## config.mk

```make
export PLATFORM = sky130hd
export DESIGN_NAME = sha1_stream_hasher
export DESIGN_NICKNAME = d
export VERILOG_FILES = /design/src/rtl/core/sha1_pkg.sv /design/src/rtl/core/sha1_datapath.sv /design/src/rtl/core/sha1_ctrl.sv /design/src/rtl/core/sha1_stream_hasher.sv
export SDC_FILE = /design/constraint.sdc
export NUM_CORES = 2
export LEC_CHECK = 0
export ABC_AREA = 1
export BUFFER_PORTS_ARGS = -buffer_cell sky130_fd_sc_hd__buf_2
export CAP_MARGIN = 20
export CORE_MARGIN = 5
export CORE_UTILIZATION = 40
export DETAILED_ROUTE_END_ITERATION = 7
export PLACE_DENSITY = 0.51
export SLEW_MARGIN = 10
export SYNTH_ARGS = -nofsm -noshare
export SYNTH_HDL_FRONTEND = slang
export SYNTH_SLANG_ARGS = --single-unit
export TNS_END_PERCENT = 50
```

## constraint.sdc

```tcl
create_clock -name clk -period 32.2 [get_ports clk]
set_clock_uncertainty 0.05 [all_clocks]
set_input_delay 6.44 -clock clk [delete_from_list [all_inputs] [get_ports clk]]
set_output_delay 6.44 -clock clk [all_outputs]
set_load 0.05 [all_outputs]
```

## src/rtl/core/sha1_pkg.sv

```systemverilog
// Shared types and constants for the streaming SHA-1 hasher.
package sha1_pkg;

    typedef logic [31:0] word_t;

    localparam int NUM_CHAIN   = 5;
    localparam int BLOCK_WORDS = 16;

    localparam logic [5:0] LAST_POS      = 6'd63;
    localparam logic [5:0] LEN_POS       = 6'd56;
    localparam logic [6:0] LAST_ROUND    = 7'd79;
    localparam logic [6:0] ROUND_MAJ     = 7'd40;
    localparam logic [6:0] ROUND_PAR1    = 7'd20;
    localparam logic [6:0] ROUND_PAR2    = 7'd60;
    localparam logic [2:0] LAST_WORD_IDX = 3'd4;
    localparam logic [7:0] PAD_BYTE      = 8'h80;
    localparam logic [63:0] BYTE_BITS    = 64'd8;

    localparam word_t H_INIT [0:4] = '{
        32'h67452301, 32'hEFCDAB89, 32'h98BADCFE, 32'h10325476, 32'hC3D2E1F0
    };

    localparam word_t K_ROUND [0:3] = '{
        32'h5A827999, 32'h6ED9EBA1, 32'h8F1BBCDC, 32'hCA62C1D6
    };

    // Round group: selects the boolean function and the round constant.
    typedef enum logic [1:0] {
        STG_CH      = 2'd0,
        STG_PARITY1 = 2'd1,
        STG_MAJ     = 2'd2,
        STG_PARITY2 = 2'd3
    } stage_t;

    // Source of the byte shifted into the block buffer.
    typedef enum logic [1:0] {
        SEL_MSG  = 2'd0,
        SEL_PAD  = 2'd1,
        SEL_ZERO = 2'd2,
        SEL_LEN  = 2'd3
    } byte_sel_t;

    typedef struct packed {
        logic      push;
        byte_sel_t sel;
        logic      count;
        logic      load;
        logic      step;
        stage_t    stage;
        logic      add;
        logic      rotate;
        logic      restart;
    } sha1_cmd_t;

    typedef struct packed {
        logic [5:0] pos;
    } sha1_status_t;

endpackage

```

## src/rtl/core/sha1_datapath.sv

```systemverilog
// Block buffer, message schedule, round unit, chaining words and length count.
module sha1_datapath
    import sha1_pkg::*;
(
    input  logic         clk,
    input  logic         rst_n,
    input  sha1_cmd_t    cmd,
    input  logic [7:0]   data_byte,
    output sha1_status_t status,
    output logic [31:0]  digest_word
);

    word_t       chain_reg [0:NUM_CHAIN-1];
    word_t       w_reg [0:BLOCK_WORDS-1];
    word_t       a_reg, b_reg, c_reg, d_reg, e_reg;
    logic [5:0]  pos_reg;
    logic [63:0] bit_len_reg;

    logic [7:0]  len_byte;
    logic [7:0]  push_byte;
    word_t       f_val;
    word_t       k_val;
    word_t       t_val;
    word_t       w_new;
    word_t       x_val;

    // Length bytes go out most significant first at slots 56 through 63.
    assign len_byte = bit_len_reg[{~pos_reg[2:0], 3'b000} +: 8];

    always_comb
    begin
        case (cmd.sel)
            SEL_MSG:  push_byte = data_byte;
            SEL_PAD:  push_byte = PAD_BYTE;
            SEL_LEN:  push_byte = len_byte;
            SEL_ZERO: push_byte = 8'h00;
            default:  push_byte = 8'h00;
        endcase
    end

    always_comb
    begin
        case (cmd.stage)
            STG_CH:      f_val = (b_reg & c_reg) | (~b_reg & d_reg);
            STG_MAJ:     f_val = (b_reg & c_reg) | (b_reg & d_reg) | (c_reg & d_reg);
            STG_PARITY1: f_val = b_reg ^ c_reg ^ d_reg;
            STG_PARITY2: f_val = b_reg ^ c_reg ^ d_reg;
            default:     f_val = b_reg ^ c_reg ^ d_reg;
        endcase
        k_val = K_ROUND[cmd.stage];
        t_val = {a_reg[26:0], a_reg[31:27]} + f_val + e_reg + k_val + w_reg[0];
        x_val = w_reg[13] ^ w_reg[8] ^ w_reg[2] ^ w_reg[0];
        w_new = {x_val[30:0], x_val[31]};
    end

    always_ff @(posedge clk or negedge rst_n)
    begin
        if (!rst_n)
        begin
            for (int i = 0; i < NUM_CHAIN; i++)
            begin
                chain_reg[i] <= H_INIT[i];
            end
            pos_reg     <= '0;
            bit_len_reg <= '0;
        end
        else
        begin
            if (cmd.restart)
            begin
                for (int i = 0; i < NUM_CHAIN; i++)
                begin
                    chain_reg[i] <= H_INIT[i];
                end
                pos_reg     <= '0;
                bit_len_reg <= '0;
            end
            else
            begin
                if (cmd.add)
                begin
                    chain_reg[0] <= chain_reg[0] + a_reg;
                    chain_reg[1] <= chain_reg[1] + b_reg;
                    chain_reg[2] <= chain_reg[2] + c_reg;
                    chain_reg[3] <= chain_reg[3] + d_reg;
                    chain_reg[4] <= chain_reg[4] + e_reg;
                end
                else if (cmd.rotate)
                begin
                    for (int i = 0; i < NUM_CHAIN - 1; i++)
                    begin
                        chain_reg[i] <= chain_reg[i+1];
                    end
                    chain_reg[NUM_CHAIN-1] <= chain_reg[0];
                end
                if (cmd.push)
                begin
                    pos_reg <= pos_reg + 6'd1;
                end
                if (cmd.count)
                begin
                    bit_len_reg <= bit_len_reg + BYTE_BITS;
                end
            end
        end
    end

    // The block buffer is a byte shift line while filling and a word shift
    // line while the schedule runs; w_reg[0] always holds the current W.
    always_ff @(posedge clk)
    begin
        if (cmd.push)
        begin
            for (int i = 0; i < BLOCK_WORDS - 1; i++)
            begin
                w_reg[i] <= {w_reg[i][23:0], w_reg[i+1][31:24]};
            end
            w_reg[BLOCK_WORDS-1] <= {w_reg[BLOCK_WORDS-1][23:0], push_byte};
        end
        else if (cmd.step)
        begin
            for (int i = 0; i < BLOCK_WORDS - 1; i++)
            begin
                w_reg[i] <= w_reg[i+1];
            end
            w_reg[BLOCK_WORDS-1] <= w_new;
        end

        if (cmd.load)
        begin
            a_reg <= chain_reg[0];
            b_reg <= chain_reg[1];
            c_reg <= chain_reg[2];
            d_reg <= chain_reg[3];
            e_reg <= chain_reg[4];
        end
        else if (cmd.step)
        begin
            a_reg <= t_val;
            b_reg <= a_reg;
            c_reg <= {b_reg[1:0], b_reg[31:2]};
            d_reg <= c_reg;
            e_reg <= d_reg;
        end
    end

    assign status.pos  = pos_reg;
    assign digest_word = chain_reg[0];

endmodule

```

## src/rtl/core/sha1_ctrl.sv

```systemverilog
// Sequencer for byte intake, padding, the 80 rounds and digest output.
module sha1_ctrl
    import sha1_pkg::*;
(
    input  logic         clk,
    input  logic         rst_n,
    input  logic         in_valid,
    input  logic         req_type,
    input  logic         out_ready,
    input  sha1_status_t status,
    output logic         in_ready,
    output logic         out_valid,
    output logic [2:0]   word_index,
    output logic         last_word,
    output sha1_cmd_t    cmd
);

    typedef enum logic [2:0] {
        ST_IDLE  = 3'd0,
        ST_PAD   = 3'd1,
        ST_ROUND = 3'd2,
        ST_ADD   = 3'd3,
        ST_OUT   = 3'd4
    } state_t;

    state_t     state_reg, state_next;
    logic [6:0] round_reg, round_next;
    logic [2:0] idx_reg, idx_next;
    logic       fin_reg, fin_next;
    logic       first_reg, first_next;
    logic       len_reg, len_next;
    logic       final_reg, final_next;
    logic       at_end;

    assign at_end = (status.pos == LAST_POS);

    always_comb
    begin
        state_next = state_reg;
        round_next = round_reg;
        idx_next   = idx_reg;
        fin_next   = fin_reg;
        first_next = first_reg;
        len_next   = len_reg;
        final_next = final_reg;
        cmd        = '0;
        cmd.sel    = SEL_MSG;

        if (round_reg < ROUND_PAR1)
            cmd.stage = STG_CH;
        else if (round_reg < ROUND_MAJ)
            cmd.stage = STG_PARITY1;
        else if (round_reg < ROUND_PAR2)
            cmd.stage = STG_MAJ;
        else
            cmd.stage = STG_PARITY2;

        case (state_reg)
            ST_IDLE:
            begin
                if (in_valid)
                begin
                    if (!req_type)
                    begin
                        cmd.push  = 1'b1;
                        cmd.count = 1'b1;
                        cmd.load  = at_end;
                        if (at_end)
                            state_next = ST_ROUND;
                    end
                    else
                    begin
                        fin_next   = 1'b1;
                        first_next = 1'b1;
                        len_next   = 1'b0;
                        final_next = 1'b0;
                        state_next = ST_PAD;
                    end
                end
            end
            ST_PAD:
            begin
                cmd.push   = 1'b1;
                first_next = 1'b0;
                // The length starts at slot 56 of the first block in which
                // that slot comes after the 0x80 marker.
                if (first_reg)
                    cmd.sel = SEL_PAD;
                else if (len_reg || status.pos == LEN_POS)
                begin
                    cmd.sel  = SEL_LEN;
                    len_next = 1'b1;
                end
                else
                    cmd.sel = SEL_ZERO;
                if (at_end)
                begin
                    cmd.load   = 1'b1;
                    final_next = (cmd.sel == SEL_LEN);
                    state_next = ST_ROUND;
                end
            end
            ST_ROUND:
            begin
                cmd.step = 1'b1;
                if (round_reg == LAST_ROUND)
                begin
                    round_next = '0;
                    state_next = ST_ADD;
                end
                else
                    round_next = round_reg + 7'd1;
            end
            ST_ADD:
            begin
                cmd.add = 1'b1;
                if (final_reg)
                    state_next = ST_OUT;
                else if (fin_reg)
                    state_next = ST_PAD;
                else
                    state_next = ST_IDLE;
            end
            ST_OUT:
            begin
                if (out_ready)
                begin
                    cmd.rotate = 1'b1;
                    if (idx_reg == LAST_WORD_IDX)
                    begin
                        cmd.restart = 1'b1;
                        idx_next    = '0;
                        fin_next    = 1'b0;
                        len_next    = 1'b0;
                        final_next  = 1'b0;
                        state_next  = ST_IDLE;
                    end
                    else
                        idx_next = idx_reg + 3'd1;
                end
            end
            default:
            begin
                state_next = ST_IDLE;
            end
        endcase
    end

    always_ff @(posedge clk or negedge rst_n)
    begin
        if (!rst_n)
        begin
            state_reg <= ST_IDLE;
            round_reg <= '0;
            idx_reg   <= '0;
            fin_reg   <= 1'b0;
            first_reg <= 1'b0;
            len_reg   <= 1'b0;
            final_reg <= 1'b0;
        end
        else
        begin
            state_reg <= state_next;
            round_reg <= round_next;
            idx_reg   <= idx_next;
            fin_reg   <= fin_next;
            first_reg <= first_next;
            len_reg   <= len_next;
            final_reg <= final_next;
        end
    end

    assign in_ready   = (state_reg == ST_IDLE);
    assign out_valid  = (state_reg == ST_OUT);
    assign word_index = idx_reg;
    assign last_word  = (idx_reg == LAST_WORD_IDX);

endmodule

```

## src/rtl/core/sha1_stream_hasher.sv

```systemverilog
// Top level of the streaming SHA-1 hasher.
//
//  channel | direction | handshake           | payload
//  in      | input     | in_valid / in_ready | req_type, data_byte
//  out     | output    | out_valid/out_ready | digest_word, word_index, last_word
//
// A message byte shifts into the block buffer; the 64th byte of a block also
// starts the 80 rounds in the single round unit, followed by the chaining add.
// A finish shifts in padding and length one byte a cycle, runs one or two
// compressions, then offers five digest beats.
// Input is taken only when the core is idle; the out channel stalls freely.
// Reset loads the initial chaining values at once; no clearing pass.
module sha1_stream_hasher
    import sha1_pkg::*;
(
    input  logic        clk,
    input  logic        rst_n,
    input  logic        in_valid,
    output logic        in_ready,
    input  logic        req_type,
    input  logic [7:0]  data_byte,
    output logic        out_valid,
    input  logic        out_ready,
    output logic [31:0] digest_word,
    output logic [2:0]  word_index,
    output logic        last_word
);

    sha1_cmd_t    cmd;
    sha1_status_t status;

    sha1_ctrl u_ctrl (
        .clk        (clk),
        .rst_n      (rst_n),
        .in_valid   (in_valid),
        .req_type   (req_type),
        .out_ready  (out_ready),
        .status     (status),
        .in_ready   (in_ready),
        .out_valid  (out_valid),
        .word_index (word_index),
        .last_word  (last_word),
        .cmd        (cmd)
    );

    sha1_datapath u_datapath (
        .clk         (clk),
        .rst_n       (rst_n),
        .cmd         (cmd),
        .data_byte   (data_byte),
        .status      (status),
        .digest_word (digest_word)
    );

endmodule

```

==> summary.txt <==
Run status
  • Status: complete, no violations

Yosys
  • Post-synth EDFFs: 672
  • Synth Register Bits: 916
  • Seq/Total Area, Yosys: 43.6%
  • Synth Net Count: 8260
  • Cells after Synth: 7894
  • Synth Flop Type: edfxtp_1
  • Mapped Area: 60500 um^2
  • Post-synth cell types: 49
  • Synth warn: 0
  • Share of flip-flops with an asynchronous set or reset: 26.6%
  • Syn avg cell area: 7.67 um^2

Die
  • Die X: 399 um
  • Core box area: 150000 um^2
  • Die ar.: 159000 um^2
  • DIE HEIGHT: 399 um
  • Initial Util: 40.3%
  • Std cell rows: 142
  • Ports: 51

CTS
  • Htree depth: 3
  • Cts repair resizes: 0
  • Max clock buf depth: 3
  • TritonCTS Buffers: 109
  • Clk_lat worst skew: 760 ps
  • CTS tree: yes
  • Cts hold-fix bufs: 0
  • Clock root buffer: clkbuf_16
  • # Post-CTS Setup Buffers: 0
  • Clock Sinks: 916
  • CTS clk-pin slew, worst paths: 60 ps

Worst setup path
  • Startpoint Class: input pin
  • CP Data Required Time: 32500 ps
  • Crit path arrival time: 11410 ps
  • Slowest stage delay, CP: 850 ps
  • R2R setup slack: 25090 ps
  • Max FO, Critical Path: 72
  • Cell mode on critical path: buf_4
  • Worst r2r src: u_ctrl.round_reg[4]$_DFFE_PN0P_
  • Worst setup EP type: flip-flop
  • Cell count of the worst reg-to-reg path: 27
  • Crit Path Category: input pin to flip-flop
  • Slowest CP cell: buf_4
  • Reg2reg end: u_datapath.a_reg[31]$_DFFE_PP_
  • Critical path cell sequence: buf_2 -> inv_1 -> nand3_4 -> inv_2 -> nor2_4 -> buf_4 -> inv_6 -> nand2_4 -> nand2_4 -> buf_4 -> buf_4

Detailed routing
  • ANT nets after route: 0
  • Vias/cell: 5.36
  • Drt drc: 0
  • DR vias: 53300
  • DR WL/cell: 22.9 um
  • 1st-iter DRT viols: 5169
  • Drt pass-1 iters: 6
  • DRT Wirelength: 227000 um

Place
  • Routability Congestion: 1.01
  • HPWL after DPL: 172000 um
  • Port bufs: 50

Worst hold path
  • Hold EP: u_datapath.bit_len_reg[25]$_DFFE_PN0P_
  • Hold_sp: u_datapath.bit_len_reg[25]$_DFFE_PN0P_
  • Hold Path Class: flip-flop to flip-flop
  • Hold Path Depth: 2

Global routing
  • Global route overflow: 0
  • Largest net degree at the start of global routing: 188
  • Global Route Usage Sum: 28.2%
  • Vias in the first global route: 50600
  • Initial antenna violation count: 4
  • First-pass GRT wire length: 334000 um

Pwr
  • Combinational power share: 45.5%
  • Max rail drop VDD: 0.0960 mV
  • P_sw: 0.00315 W
  • Switching share of power: 45.8%
  • Internal power: 0.00373 W
  • Leakage: 30.4 nW
  • Clock network power share: 18.9%
  • Pwr dens: 104 nW/um^2
  • Reg power frac: 35.6%

Timing
  • Final setup vio count: 0
  • Tcrit/Tclk final: 34.5%
  • Unrepaired setup endpoints after global routing: no
  • FMAX: 90.0 MHz
  • Slew Limit Headroom: 24.2%
  • Worst-Margin Slew: 1140 ps
  • Fin. Hold Viols: 0
  • Tmin final: 11110 ps
  • Setup_tns: 0 ps
  • Max Slew Vio Count: 0
  • Hold Slack: 442 ps

Finish
  • Footprint of the multi-input gates: 28700 um^2
  • FF+latch area: 26400 um^2
  • Area Growth Syn to Fin: 9.43%
  • Final nets: 8180
  • Share of cells above drive strength 1: 4.80%
  • Max FFs per register: 512
  • Fill cells: 15400

Run
  • Max-Cap Viols: 0
layout make-up:
class / count / share of cell area, %
inverter: 1113 / 6.34
tap: 2016 / 3.81
antenna: 4 / 0.0151
clock buffer: 158 / 4.69
clock inverter: 49 / 0.990
sequential: 916 / 39.8
timing repair buffer: 96 / 0.982
multi-input combinational: 5578 / 43.4
cells in the final DEF, fill, tap and decap left out, drive strengths merged, types with 3 or more instances in the layout:
cell / instances
a21o: 5
a21oi: 392
a22oi: 38
a31oi: 4
and2: 18
and3: 6
buf: 96
bufinv: 9
clkbuf: 158
clkinv: 36
clkinvlp: 3
dfrtp: 164
dfstp: 80
diode: 4
edfxtp: 672
fa: 125
ha: 228
inv: 1114
nand2: 2695
nand3: 388
nand3b: 8
nand4: 83
nor2: 537
nor3: 97
nor4: 8
o211a: 3
o211ai: 14
o21a: 3
o21ai: 668
o21bai: 34
o22ai: 11
o31ai: 18
or2: 15
xnor2: 117
xor2: 54
cells in the mapped netlist, types with 4 or more instances:
cell	n	area share, %
nand3_1	387	3.2
o21ai_1	24	0.20
fa_1	125	4.1
nand3b_1	8	0.099
xnor2_1	117	1.7
o21ai_0	644	5.3
xor2_1	54	0.78
dfstp_2	80	3.5
o21bai_1	34	0.42
or2_2	15	0.16
o211ai_1	14	0.17
o22ai_1	11	0.11
o31ai_1	18	0.22
nand2_1	2692	17
buf_2	60	0.50
and3_1	6	0.062
clkbuf_1	166	1.0
and2_1	17	0.18
inv_2	8	0.050
a21o_1	5	0.062
dfrtp_1	164	6.8
nand4_1	83	0.86
ha_1	228	4.7
nor2_1	533	3.3
edfxtp_1	672	33
nor3_1	97	0.80
inv_1	1104	6.8
a22oi_1	38	0.47
nor4_1	8	0.083
a21oi_1	392	3.2
buf_4	39	0.48
a31oi_1	4	0.041
buf_1	21	0.13
worst max-delay path by stage:
stage / from / to / slack, ps / cells after the start
final: req_type / u_datapath.a_reg[30]$_DFFE_PP_ / 21090 / 11
after global routing: req_type / u_datapath.a_reg[30]$_DFFE_PP_ / 20820 / 11
after detailed placement: req_type / u_datapath.b_reg[27]$_DFFE_PP_ / 20350 / 11
after global placement: req_type / u_datapath.b_reg[30]$_DFFE_PP_ / 20410 / 11
after CTS: req_type / u_datapath.a_reg[30]$_DFFE_PP_ / 21150 / 11
after floorplan: req_type / u_datapath.w_reg[0][0]$_DFFE_PP_ / 12890 / 7
worst max-delay path, delay by kind of cell:
family	cells	cell delay, ps
buf+inv	7	3220
simple gates	4	1460
per-layer routing:
metal / routed length [um] / vias to the layer above / GRT usage (%)
li1: - / 25300 / -
met1: 100000 / 25800 / 39.7
met2: 101000 / 1888 / 44.0
met3: 16200 / 359 / 3.97
met4: 9980 / 2 / 11.2
met5: 19 / - / 0
kinds of logic after synthesis:
| family | count (synthesis) | share of synthesized area [%] |
|---|---|---|
| simple gates | 3857 | 25.6 |
| buf+inv | 1400 | 9.06 |
| compound gates | 1197 | 10.5 |
| flops | 916 | 43.6 |
| fa+ha+maj | 353 | 8.85 |
| xor+xnor | 171 | 2.47 |
stage by stage:
stage          area [um^2]  worst slack, ps  cells  total power (W)  util [%]
4_1_cts              66200            21150   9925          0.00687      44.1
5_1_grt              66200            20820   9926          0.00735      44.1
3_5_place_dp         62500            20350   9718          0.00554      41.6
3_3_place_gp         62500            20410   9718          0.00552      41.6
6_report             66200            21090   9930          0.00688      44.1
2_1_floorplan        60500            12890   7894          0.00455         -
power by group through the flow:
| stage | registers [W] | clock network [W] | logic, W |
|---|---|---|---|
| 3_5_place_dp | 0.00246 | 0 | 0.00309 |
| 5_1_grt | 0.00250 | 0.00137 | 0.00348 |
| 6_report | 0.00245 | 0.00130 | 0.00313 |
| 3_3_place_gp | 0.00246 | 0 | 0.00306 |
| 4_1_cts | 0.00244 | 0.00133 | 0.00310 |
| 2_1_floorplan | 0.00243 | 0 | 0.00212 |
No activity file was read; power rests on OpenSTA's default activity.
